### src/hw/rtl/gsha_pkg.sv
`timescale 1ns / 1ps
// gsha_pkg: sizes, codes, types and the cell address helper shared by the
// greedy assignment block. No dependencies.
package gsha_pkg;

	localparam int MAX_ROWS   = 16;
	localparam int MAX_COLS   = 16;
	localparam int RESULT_CAP = 16;

	localparam int SCORE_W = 16;
	localparam int FIELD_W = 4;   // width of row/col fields on the ports
	localparam int CFG_W   = 5;
	localparam int CFG_IDX_W = 2;

	localparam int ROW_W  = (MAX_ROWS > 1) ? $clog2(MAX_ROWS) : 1;
	localparam int COL_W  = (MAX_COLS > 1) ? $clog2(MAX_COLS) : 1;
	localparam int RN_W   = $clog2(MAX_ROWS + 1);
	localparam int CN_W   = $clog2(MAX_COLS + 1);
	localparam int RND_W  = $clog2(RESULT_CAP + 1);
	localparam int DEPTH  = MAX_ROWS * MAX_COLS;
	localparam int ADDR_W = (DEPTH > 1) ? $clog2(DEPTH) : 1;

	// configuration register indexes
	localparam logic [CFG_IDX_W-1:0] CFG_MATCH_COUNT = 2'd0;
	localparam logic [CFG_IDX_W-1:0] CFG_ROWS_USED   = 2'd1;
	localparam logic [CFG_IDX_W-1:0] CFG_COLS_USED   = 2'd2;

	// request kinds
	localparam logic KIND_LOAD = 1'b0;
	localparam logic KIND_RUN  = 1'b1;

	typedef enum logic [2:0] {
		ST_IDLE,
		ST_ROUND,
		ST_SCAN,
		ST_DRAIN,
		ST_DECIDE,
		ST_FINISH
	} scan_state_t;

	typedef struct packed {
		logic [CFG_W-1:0] match_count;
		logic [CFG_W-1:0] rows_used;
		logic [CFG_W-1:0] cols_used;
	} cfg_t;

	typedef struct packed {
		logic             valid;
		logic             found;
		logic [ROW_W-1:0] row;
		logic [COL_W-1:0] col;
		logic             last;
	} emit_t;

	typedef struct packed {
		logic busy;
		logic pend_valid;
	} status_t;

	function automatic logic [ADDR_W-1:0] cell_addr(input logic [ROW_W-1:0] r,
		input logic [COL_W-1:0] c);
		cell_addr = ADDR_W'(r) * ADDR_W'(MAX_COLS) + ADDR_W'(c);
	endfunction

endpackage

### src/hw/rtl/gsha_ram.sv
`timescale 1ns / 1ps
// gsha_ram: generic simple dual-port RAM, one write and one registered read port.
// No dependencies.
module gsha_ram #(
	parameter int WIDTH = 16,
	parameter int DEPTH = 256,
	localparam int AW = (DEPTH > 1) ? $clog2(DEPTH) : 1
) (
	input  logic             clk,
	input  logic             we,
	input  logic [AW-1:0]    waddr,
	input  logic [WIDTH-1:0] wdata,
	input  logic             re,
	input  logic [AW-1:0]    raddr,
	output logic [WIDTH-1:0] rdata
);

	logic [WIDTH-1:0] mem [DEPTH];
	logic [WIDTH-1:0] rdata_q;

	always_ff @(posedge clk) begin
		if (we) begin
			mem[waddr] <= wdata;
		end
		if (re) begin
			rdata_q <= mem[raddr];
		end
	end

	assign rdata = rdata_q;

endmodule

### src/hw/rtl/gsha_scan.sv
`timescale 1ns / 1ps
// gsha_scan: round sequencer, score scan over the RAM, used-row/col masks and
// the held match that decides the last flag. Depends on gsha_pkg.
module gsha_scan (
	input  logic                          clk,
	input  logic                          arst_n,
	input  logic                          start,
	input  gsha_pkg::cfg_t                cfg,
	input  logic                          slot_free,
	output logic                          rd_en,
	output logic [gsha_pkg::ADDR_W-1:0]   rd_addr,
	input  logic [gsha_pkg::SCORE_W-1:0]  rd_data,
	output gsha_pkg::emit_t               emit,
	output gsha_pkg::status_t             status
);

	gsha_pkg::scan_state_t state_q, state_d;

	logic [gsha_pkg::RND_W-1:0] rounds_q;
	logic [gsha_pkg::RN_W-1:0]  nr_q;
	logic [gsha_pkg::CN_W-1:0]  nc_q;
	logic [gsha_pkg::ROW_W-1:0] i_q;
	logic [gsha_pkg::COL_W-1:0] j_q;

	logic                       valid_s1;
	logic                       elig_s1;
	logic [gsha_pkg::ROW_W-1:0] row_s1;
	logic [gsha_pkg::COL_W-1:0] col_s1;

	logic                              have_q;
	logic signed [gsha_pkg::SCORE_W-1:0] best_q;
	logic [gsha_pkg::ROW_W-1:0]        best_row_q;
	logic [gsha_pkg::COL_W-1:0]        best_col_q;

	logic [gsha_pkg::MAX_ROWS-1:0] row_taken_q;
	logic [gsha_pkg::MAX_COLS-1:0] col_taken_q;

	logic                       pend_valid_q;
	logic [gsha_pkg::ROW_W-1:0] pend_row_q;
	logic [gsha_pkg::COL_W-1:0] pend_col_q;

	logic issue, round_init, commit, row_end, last_cell, better;

	assign row_end   = (gsha_pkg::CN_W'(j_q) + gsha_pkg::CN_W'(1)) == nc_q;
	assign last_cell = row_end && ((gsha_pkg::RN_W'(i_q) + gsha_pkg::RN_W'(1)) == nr_q);
	assign better    = !have_q || ($signed(rd_data) > best_q);

	always_comb begin
		state_d    = state_q;
		emit       = '0;
		issue      = 1'b0;
		round_init = 1'b0;
		commit     = 1'b0;
		case (state_q)
			gsha_pkg::ST_IDLE: begin
				if (start) begin
					state_d = gsha_pkg::ST_ROUND;
				end
			end
			gsha_pkg::ST_ROUND: begin
				if (rounds_q == '0 || nr_q == '0 || nc_q == '0) begin
					state_d = gsha_pkg::ST_FINISH;
				end else begin
					round_init = 1'b1;
					state_d    = gsha_pkg::ST_SCAN;
				end
			end
			gsha_pkg::ST_SCAN: begin
				issue = 1'b1;
				if (last_cell) begin
					state_d = gsha_pkg::ST_DRAIN;
				end
			end
			gsha_pkg::ST_DRAIN: begin
				state_d = gsha_pkg::ST_DECIDE;
			end
			gsha_pkg::ST_DECIDE: begin
				if (have_q && !best_q[gsha_pkg::SCORE_W-1]) begin
					// new match: the held one is now known not to be last
					if (!pend_valid_q || slot_free) begin
						commit  = 1'b1;
						state_d = gsha_pkg::ST_ROUND;
						if (pend_valid_q) begin
							emit.valid = 1'b1;
							emit.found = 1'b1;
							emit.row   = pend_row_q;
							emit.col   = pend_col_q;
						end
					end
				end else begin
					state_d = gsha_pkg::ST_FINISH;
				end
			end
			gsha_pkg::ST_FINISH: begin
				if (slot_free) begin
					emit.valid = 1'b1;
					emit.found = pend_valid_q;
					emit.row   = pend_valid_q ? pend_row_q : '0;
					emit.col   = pend_valid_q ? pend_col_q : '0;
					emit.last  = 1'b1;
					state_d    = gsha_pkg::ST_IDLE;
				end
			end
			default: begin
				state_d = gsha_pkg::ST_IDLE;
			end
		endcase
	end

	always_ff @(posedge clk or negedge arst_n) begin
		if (!arst_n) begin
			state_q <= gsha_pkg::ST_IDLE;
		end else begin
			state_q <= state_d;
		end
	end

	always_ff @(posedge clk or negedge arst_n) begin
		if (!arst_n) begin
			rounds_q     <= '0;
			nr_q         <= '0;
			nc_q         <= '0;
			i_q          <= '0;
			j_q          <= '0;
			valid_s1     <= 1'b0;
			have_q       <= 1'b0;
			row_taken_q  <= '0;
			col_taken_q  <= '0;
			pend_valid_q <= 1'b0;
		end else begin
			valid_s1 <= issue;
			if (state_q == gsha_pkg::ST_IDLE && start) begin
				rounds_q <= (cfg.match_count > gsha_pkg::RESULT_CAP) ?
					gsha_pkg::RND_W'(gsha_pkg::RESULT_CAP) : gsha_pkg::RND_W'(cfg.match_count);
				nr_q <= (cfg.rows_used > gsha_pkg::MAX_ROWS) ?
					gsha_pkg::RN_W'(gsha_pkg::MAX_ROWS) : gsha_pkg::RN_W'(cfg.rows_used);
				nc_q <= (cfg.cols_used > gsha_pkg::MAX_COLS) ?
					gsha_pkg::CN_W'(gsha_pkg::MAX_COLS) : gsha_pkg::CN_W'(cfg.cols_used);
				row_taken_q  <= '0;
				col_taken_q  <= '0;
				pend_valid_q <= 1'b0;
			end
			if (round_init) begin
				i_q    <= '0;
				j_q    <= '0;
				have_q <= 1'b0;
			end
			if (issue) begin
				if (row_end) begin
					j_q <= '0;
					i_q <= i_q + 1'b1;
				end else begin
					j_q <= j_q + 1'b1;
				end
			end
			if (valid_s1 && elig_s1 && better) begin
				have_q <= 1'b1;
			end
			if (commit) begin
				row_taken_q[best_row_q] <= 1'b1;
				col_taken_q[best_col_q] <= 1'b1;
				pend_valid_q            <= 1'b1;
				rounds_q                <= rounds_q - 1'b1;
			end
		end
	end

	// payload side of the scan pipe
	always_ff @(posedge clk) begin
		row_s1  <= i_q;
		col_s1  <= j_q;
		elig_s1 <= !row_taken_q[i_q] && !col_taken_q[j_q];
		if (valid_s1 && elig_s1 && better) begin
			best_q     <= $signed(rd_data);
			best_row_q <= row_s1;
			best_col_q <= col_s1;
		end
		if (commit) begin
			pend_row_q <= best_row_q;
			pend_col_q <= best_col_q;
		end
	end

	assign rd_en   = issue;
	assign rd_addr = gsha_pkg::cell_addr(i_q, j_q);

	assign status.busy       = (state_q != gsha_pkg::ST_IDLE);
	assign status.pend_valid = pend_valid_q;

endmodule

### src/hw/rtl/greedy_soft_to_hard_assignment_top.sv
`timescale 1ns / 1ps
// greedy_soft_to_hard_assignment_top: config registers, score RAM, scan engine
// and the result register. Depends on gsha_pkg, gsha_ram, gsha_scan.
//
// channel | handshake            | payload
// --------+----------------------+-------------------------------
// in      | in_valid / in_ready  | kind, row, col, score
// out     | out_valid / out_ready| found, match_row, match_col, last
// cfg     | cfg_we               | cfg_index, cfg_data
//
// Loads stream back to back into the RAM. A run request holds in_ready low
// until its final result is handed to the result register. Each round reads
// every cell of the active rows_used x cols_used window through the single
// RAM read port. Reset clears control state and sets match_count=1,
// rows_used=cols_used=16; the score RAM is not cleared. A stalled result
// only delays the next emit.
module greedy_soft_to_hard_assignment_top (
	input  logic                            clk,
	input  logic                            arst_n,
	// request channel
	input  logic                            in_valid,
	output logic                            in_ready,
	input  logic                            kind,
	input  logic [gsha_pkg::FIELD_W-1:0]    row,
	input  logic [gsha_pkg::FIELD_W-1:0]    col,
	input  logic signed [gsha_pkg::SCORE_W-1:0] score,
	// result channel
	output logic                            out_valid,
	input  logic                            out_ready,
	output logic                            found,
	output logic [gsha_pkg::FIELD_W-1:0]    match_row,
	output logic [gsha_pkg::FIELD_W-1:0]    match_col,
	output logic                            last,
	// configuration
	input  logic                            cfg_we,
	input  logic [gsha_pkg::CFG_IDX_W-1:0]  cfg_index,
	input  logic [gsha_pkg::CFG_W-1:0]      cfg_data
);

	gsha_pkg::cfg_t    cfg_q;
	gsha_pkg::emit_t   emit;
	gsha_pkg::status_t status;

	logic                          in_acc;
	logic                          start;
	logic                          load_we;
	logic                          slot_free;
	logic                          rd_en;
	logic [gsha_pkg::ADDR_W-1:0]   rd_addr;
	logic [gsha_pkg::SCORE_W-1:0]  rd_data;

	logic                          out_valid_q;
	logic                          found_q;
	logic                          last_q;
	logic [gsha_pkg::ROW_W-1:0]    row_q;
	logic [gsha_pkg::COL_W-1:0]    col_q;

	// config writes must land only while idle; the block itself does not enforce it, the scan copies them at start
	always_ff @(posedge clk or negedge arst_n) begin
		if (!arst_n) begin
			cfg_q.match_count <= gsha_pkg::CFG_W'(1);
			cfg_q.rows_used   <= gsha_pkg::CFG_W'(16);
			cfg_q.cols_used   <= gsha_pkg::CFG_W'(16);
		end else if (cfg_we) begin
			case (cfg_index)
				gsha_pkg::CFG_MATCH_COUNT: cfg_q.match_count <= cfg_data;
				gsha_pkg::CFG_ROWS_USED:   cfg_q.rows_used   <= cfg_data;
				gsha_pkg::CFG_COLS_USED:   cfg_q.cols_used   <= cfg_data;
				default: ;
			endcase
		end
	end

	// requests are taken whenever no run is in flight
	assign in_ready = !status.busy;
	assign in_acc   = in_valid && in_ready;
	assign start    = in_acc && (kind == gsha_pkg::KIND_RUN);
	// loads outside the matrix are dropped
	assign load_we  = in_acc && (kind == gsha_pkg::KIND_LOAD) &&
		(row < gsha_pkg::MAX_ROWS) && (col < gsha_pkg::MAX_COLS);

	gsha_ram #(
		.WIDTH (gsha_pkg::SCORE_W),
		.DEPTH (gsha_pkg::DEPTH)
	) u_score_ram (
		.clk   (clk),
		.we    (load_we),
		.waddr (gsha_pkg::cell_addr(gsha_pkg::ROW_W'(row), gsha_pkg::COL_W'(col))),
		.wdata (score),
		.re    (rd_en),
		.raddr (rd_addr),
		.rdata (rd_data)
	);

	gsha_scan u_scan (
		.clk       (clk),
		.arst_n    (arst_n),
		.start     (start),
		.cfg       (cfg_q),
		.slot_free (slot_free),
		.rd_en     (rd_en),
		.rd_addr   (rd_addr),
		.rd_data   (rd_data),
		.emit      (emit),
		.status    (status)
	);

	// single result register; it frees up the same cycle it is taken
	assign slot_free = !out_valid_q || out_ready;

	always_ff @(posedge clk or negedge arst_n) begin
		if (!arst_n) begin
			out_valid_q <= 1'b0;
		end else if (emit.valid) begin
			out_valid_q <= 1'b1;
		end else if (out_ready) begin
			out_valid_q <= 1'b0;
		end
	end

	always_ff @(posedge clk) begin
		if (emit.valid) begin
			found_q <= emit.found;
			last_q  <= emit.last;
			row_q   <= emit.row;
			col_q   <= emit.col;
		end
	end

	assign out_valid = out_valid_q;
	assign found     = found_q;
	assign last      = last_q;
	assign match_row = gsha_pkg::FIELD_W'(row_q);
	assign match_col = gsha_pkg::FIELD_W'(col_q);

`ifndef ASSERT_OFF
	// the scan engine never overwrites a result that was not taken
	a_emit_slot: assert property (@(posedge clk) disable iff (!arst_n)
		emit.valid |-> slot_free)
		else $error("result emitted while result register is full");

	// an accepted run keeps the request side closed on the next cycle
	a_run_busy: assert property (@(posedge clk) disable iff (!arst_n)
		start |=> (status.busy && !in_ready))
		else $error("run did not occupy the scan engine");

	// an empty result is always the closing one and carries zero indexes
	a_empty_last: assert property (@(posedge clk) disable iff (!arst_n)
		(emit.valid && !emit.found) |-> (emit.last && emit.row == '0 && emit.col == '0))
		else $error("empty result malformed");

	// the scan engine goes idle once the final result is emitted
	a_pend_idle: assert property (@(posedge clk) disable iff (!arst_n)
		(emit.valid && emit.last) |=> !status.busy)
		else $error("scan engine busy after final result");
`endif

endmodule
### config.mk
export PLATFORM = sky130hd
export DESIGN_NAME = greedy_soft_to_hard_assignment_top
export DESIGN_NICKNAME = d
export VERILOG_FILES = /design/src/hw/rtl/gsha_pkg.sv /design/src/hw/rtl/gsha_ram.sv /design/src/hw/rtl/gsha_scan.sv /design/src/hw/rtl/greedy_soft_to_hard_assignment_top.sv
export SDC_FILE = /design/constraint.sdc
export NUM_CORES = 2
export LEC_CHECK = 0
export BUFFER_PORTS_ARGS = -buffer_cell sky130_fd_sc_hd__buf_4
export CORE_UTILIZATION = 40
export CTS_CLUSTER_DIAMETER = 40
export DETAILED_ROUTE_END_ITERATION = 12
export GPL_TIMING_DRIVEN = 0
export PLACE_DENSITY_LB_ADDON = 0.12
export REMOVE_ABC_BUFFERS = 1
export SLEW_MARGIN = 5
export SYNTH_ARGS = -nofsm -noshare
export SYNTH_HDL_FRONTEND = slang
export SYNTH_SLANG_ARGS = --single-unit
### constraint.sdc
create_clock -name clk -period 3.5 [get_ports clk]
set_input_delay 0.175 -clock clk [delete_from_list [all_inputs] [get_ports clk]]
set_output_delay 0.175 -clock clk [all_outputs]
set_load 0.1 [all_outputs]
Word-level counts from Yosys, hierarchy flattened
Memory sizes are Yosys's and may differ from the RTL's. A register that Yosys moved wholly into a read port is not among the register bits. Index checks and enable logic that the tools add are counted.

Bits in registers: 128. Latch bits: 0. Memory bits (writable): 4096. Bits in read-only memories: 0. Input port bits: 37. Output and inout bits: 12. Memories kept: 1.

Memory list: u_score_ram.mem (words 256, bits a word 16, rd ports 1, clocked after Yosys merged registers in 1, wr ports 1, line gsha_ram.sv:18) `logic [WIDTH-1:0] mem [DEPTH];`.

Add/sub/neg operators: 7. Multipliers: 0. Divide/modulo/power cells: 0. Order comparisons: 10. Equal/unequal tests: 13. Shift operators: 0. Muxes and demuxes: 51. Bitwise logic cells: 3. Reduce and logical (&&, ||, !) cells: 37.

Operators by type and width (number): $mux W16 (4); $mux W4 (8); $or A16 B16 Y16 (2); $mux W10 (3); $mux W5 (5); $lt A4 B5 Y1 const B (4); $pmux W10 S2 (1); $mux W1 (18); $mux W3 (6); $pmux W3 S6 (1); $add A8 B4 Y8 (2); $gt A16 B16 Y1 (1); $gt A5 B5 Y1 const B (3); $logic_not A5 Y1 (3); $logic_and A1 B1 Y1 (11); $mux W11 (1); $add A4 B1 Y5 const B (2); $eq A5 B5 Y1 (2); $add A4 B1 Y4 const B (2); $bmux W1 S4 (2); $demux W1 S4 (2); $ge A4 B1 Y1 const B (2); $reduce_bool A2 Y1 (4); $logic_not A1 Y1 (7); other kinds (15) (25).

Logic depth before layout (Yosys ltp)
Depth after elaboration: 8. Mapped depth: 14. Gate-level depth less buffers: 9.

Cells and area by module
A second synthesis with hierarchy kept.

Cells, all modules: 7844. Area total of the unflattened synthesis: 164647.9 um2.

By module, submodules not included: gsha_ram (instances 1, cells each 7360, area an instance 158874.9 um2, seq. area each 123478.4 um2); gsha_scan (instances 1, cells each 435, area an instance 4835.9 um2, seq. area each 2667.6 um2); greedy_soft_to_hard_assignment_top (instances 1, cells each 49, area an instance 937.1 um2, seq. area each 704.4 um2).

Least setup slack after synthesis
OpenSTA, ideal clock, no wires.

Path kind: register to register. Start point: register u_scan.state_q[2]. End point: memory u_score_ram.mem[118][0] (enable). Setup time: 0.388 ns. Arrival: 4.765 ns. Required time: 3.112 ns. Slack: -1.653 ns. Stages on the path, launching flop included: 9. Path buffers: 2. Clock period less this slack: 5.153 ns. Cell sequence: dfrtp_1 > clkbuf_1 > nor3_1 > nand2_1 > or2_2 > nor3b_1 > nand3_1 > clkbuf_1 > nor2_1.

Word-level cells in the longest chain between the ends: 6.

Ends and longest elaborated chain: from (decl) (line gsha_scan.sv:17) `gsha_pkg::scan_state_t state_q, state_d;`; from (signal assigned) (line gsha_scan.sv:112) `state_q <= gsha_pkg::ST_IDLE;`; from (signal assigned) (line gsha_scan.sv:114) `state_q <= state_d;`; $reduce_bool A3 Y1 (line gsha_scan.sv:187) `assign status.busy = (state_q != gsha_pkg::ST_IDLE);`; $logic_not A1 Y1 (line greedy_soft_to_hard_assignment_top.sv:75) `assign in_ready = !status.busy;`; net in_ready (line greedy_soft_to_hard_assignment_top.sv:22) `output logic in_ready,`; $logic_and A1 B1 Y1 (line greedy_soft_to_hard_assignment_top.sv:76) `assign in_acc = in_valid && in_ready;`; $logic_and A1 B1 Y1 (line greedy_soft_to_hard_assignment_top.sv:79) `assign load_we = in_acc && (kind == gsha_pkg::KIND_LOAD) &&`; $mux W1 (line gsha_ram.sv:22) `if (we) begin`; $mux W1 (not written as such) (line gsha_ram.sv:23) `mem[waddr] <= wdata;`; to (decl) (line gsha_ram.sv:18).

The timed path passes the listed nets, and every way through them passes these cells.

Worst setup path after layout
Start point: register u_scan.i_q[2] (netlist bit). End point: register u_score_ram.rdata_q[5], in the netlist u_score_ram.rdata[5], read port of u_score_ram.mem (data pin).

Word-level cells in the longest chain between the ends: 1.

Ends and longest elaborated chain: from (decl) (line gsha_scan.sv:22) `logic [gsha_pkg::ROW_W-1:0] i_q;`; from (signal assigned) (line gsha_scan.sv:151) `i_q <= i_q + 1'b1;`; $add A8 B4 Y8 (line gsha_pkg.sv:62) `cell_addr = ADDR_W'(r) * ADDR_W'(MAX_COLS) + ADDR_W'(c);`; to (decl) (line gsha_ram.sv:19) `logic [WIDTH-1:0] rdata_q;`.

Every way passes these cells. A chain may end at the register's enable or synchronous reset.

==> metrics.txt <==
pwr dens=674.7 nW/µm²; Yosys top cell area share=75.57%; slack of the worst reg-to-reg path=-960 ps; die height=644.4 µm; die outline area=415200 µm²; failing checks=negative setup slack; CP Max Fanout=19; worst slew pin tran=~1400 ps; Crit path arrival time=5270 ps; Yosys cell types=79; Fin. Hold Viols=0; post-synthesis sequential area ratio=76.85%; Req. time, crit path=between 4000 and 5000 ps; Achievable Freq=~220 MHz; RSZ-0062 raised after global routing=true; final wirelength=556300 µm; Ys Warns=0; H-tree depth=6; global-route wire length before repair=between 700000 and 800000 µm; Mapped Area=165100 µm²; final core utilization=50.99%; via count=90130; crit path time final=about 4500 ps; Worst Skew=35.35 ps; Core ar.=410200 µm²; Max-Cap Viols=0; Synth async-reset ratio=1.816%; run status=finished, violations left; # DRC=0; Setup Crit Path Kind=flop to flop; Cell Rows=around 240; mux cell area share after synthesis=14.46%; Synth Area in Compound Gates=4.199%; share of layout cells above drive strength 1=33.63%; Initial DRC Count=10790; CTS tree=done; Hold Worst Slack=approximately 84 ps; Pre-antenna DRT Iters=8; Starting Density=between 40% and 50%; CP endpoint kind=flop; DR vias/cell=around 6; grt total ovfl=0; xor and xnor area share after synthesis=less than 1%; Avg Inst Size Synth=20.39 µm²; Cells after Synth=8094; Post-Synth Simple-Gate Area=2.310%; clock sinks=between 4000 and 5000; Leak=0.06641 µW; Layout fillers=~32000; CP endpoint=u_score_ram.rdata[5]; root buffer cell=clkbuf_16; # nets final=9195; Final period util=127.4%; leading area contributor after synthesis=edfxtp_1; Post-synth EDFFs=4154; PortBufs=48; Antenna Nets Post-Route=0; Commonest cells post-synth=4154 x edfxtp_1, 715 x mux2i_1, 704 x mux4_2; Slew HR=3.000%; final worst setup slack=-959.0 ps; ranking of synthesized cells by area=edfxtp_1 76%, mux4_2 9.6%, mux2i_1 4.3%; vias in the first global route=89080; most frequent cell after synthesis=edfxtp_1; final HPWL from detailed placement=320800 µm; Synth Register Bits=around 4200; Max Buffers Root-to-Sink=4; R2R Path Start=u_scan.i_q[2]; GPL Wtd Cong=0.7967; FF-to-FF End=u_score_ram.rdata[5]; total CTS buffers=591; wire length per cell=36.88 µm; antenna violations before repair=40; clock latency on the worst-skew pair=1060 ps; Post-Synth Adder-Cell Area=0.1516%; pin count of the biggest net entering global routing=~150; Global Route Usage Sum=26.25%; Clock transition at path regs=around 50 ps; type of origin of the critical path=flop; CP startpoint=u_scan.i_q[2]; Area Growth Syn to Fin=26.72%; Die W=644.4 µm; worst r2r path cells=7; Max Slew Vio Count=0; endpoints failing setup=64; number of I/O pins=49; peak supply drop=670.1 µV; largest family of logic cells by synthesized area=multiplexers; hold crit path type=input port to flop; Primary FF master, synth=edfxtp_1
## cell type report
cell class | instances | area, µm² | area share (%)
flip-flops and latches | 4240 | 126900 | 60.66
clock inverters | 373 | 4383 | 2.095
multi-input cells | 3347 | 39900 | 19.08
repair buffers | 922 | 15360 | 7.343
well taps | 5451 | 6820 | 3.261
clock buffers | 699 | 15600 | 7.457
diodes | 14 | 35.03 | 0.01675
inverters | 33 | 166.4 | 0.07956
repair inverters | 3 | 26.28 | 0.01256
## routing by layer
| layer | vias up | track usage (%) | share of wire [%] |
|---|---|---|---|
| met3 | 880 | 5.109 | 8.4 |
| met4 | 14 | 8.870 | 4.2 |
| met5 | - | 0 | 0.018 |
| li1 | 36270 | - | - |
| met1 | 48740 | 36.85 | 41 |
| met2 | 4221 | 41.15 | 46 |
## through the flow
step	setup slack (ps)	total power, µW	cell area, µm²	std cells	TNS (ps)
floorplan	-50990	66210	161900	7618	-7120020
global placement	-125880	68510	169100	13120	-
detailed placement	-4216	77300	178800	13550	-5469270
CTS	-951.8	141400	206600	14930	-482700
global route	-856.6	144600	209100	15070	-20510
finish	-959.0	141100	209200	15080	-10730
## what timing repair did
| action | in CTS | in global routing |
|---|---|---|
| endpoints found under the hold margin | 3269 | 0 |
| cloned | 84 | 6 |
| pin swaps | 117 | 154 |
| gates resized for setup | 575 | 266 |
| buffers inserted | 178 | 134 |
| hold buffers | 52 | 0 |
| setup endpoints to repair | 4122 | 3358 |
## power by group
| group | internal [µW] | total [µW] | leakage (µW) | switching (µW) |
|---|---|---|---|---|
| sequential | 56200 | 56500 | 0.0384 | 307 |
| clock | 37300 | 60500 | 0.00963 | 23200 |
| combinational | 10700 | 24100 | 0.0184 | 13400 |
| total | 104000 | 141000 | 0.0664 | 36900 |
## sequential cells by signal (all words and copies together) (netlist names), 5 cells and up
signal              flops
u_scan.nc_q             5
u_scan.nr_q             5
u_scan.row_taken_q     16
u_score_ram.rdata      16
u_score_ram.mem      4096
u_scan.rounds_q         5
cfg_q                  15
u_scan.col_taken_q     16
u_scan.best_q          16
## worst min-delay path by stage
stage / slack (ps) / cells after the start / to / startpoint
3_3_place_gp: 390 / 1 / cfg_q[14] / arst_n
4_1_cts: 9 / 2 / u_score_ram.mem[72][13] / score[13]
5_1_grt: 40 / 2 / u_score_ram.mem[64][13] / score[13]
2_1_floorplan: -120 / 0 / cfg_q[0] / arst_n
3_5_place_dp: 390 / 0 / u_scan.best_col_q[2] / u_scan.col_s1[2]
6_report: 80 / 2 / u_score_ram.mem[64][13] / score[13]
## cells in the final DEF (no fill, tap or decap), types with 85 or more instances in the layout
| master | instances |
|---|---|
| o221ai_1 | 154 |
| clkbuf_1 | 88 |
| edfxtp_1 | 4154 |
| buf_4 | 254 |
| buf_16 | 192 |
| mux4_2 | 706 |
| clkbuf_16 | 614 |
| o21ai_0 | 97 |
| a21oi_1 | 149 |
| nor2_4 | 174 |
| nand2_1 | 152 |
| mux2i_1 | 711 |
| nor2_2 | 119 |
| buf_12 | 85 |
| buf_8 | 217 |
| o22ai_1 | 143 |
## worst max-delay path, cell delays in order, from the launching register on
cell and delay [ps]:
dfrtp_2 910, nor2b_1 750, nand2_1 730, nor2_2 720, o21ai_2 150, nand4_1 590
a31oi_4 90, and3_4 240
## cells by family (layout without fill, tap and decap cells)
kind of cell    after synthesis  after routing
xor+xnor                      6              6
fa+ha+maj                    20             20
buf+inv                     509           2030
compound gates             1000           1000
simple gates                850            852
flops                      4240           4240
mux                        1469           1469
other cells                   0             14
(Power assumes the default switching activity.)
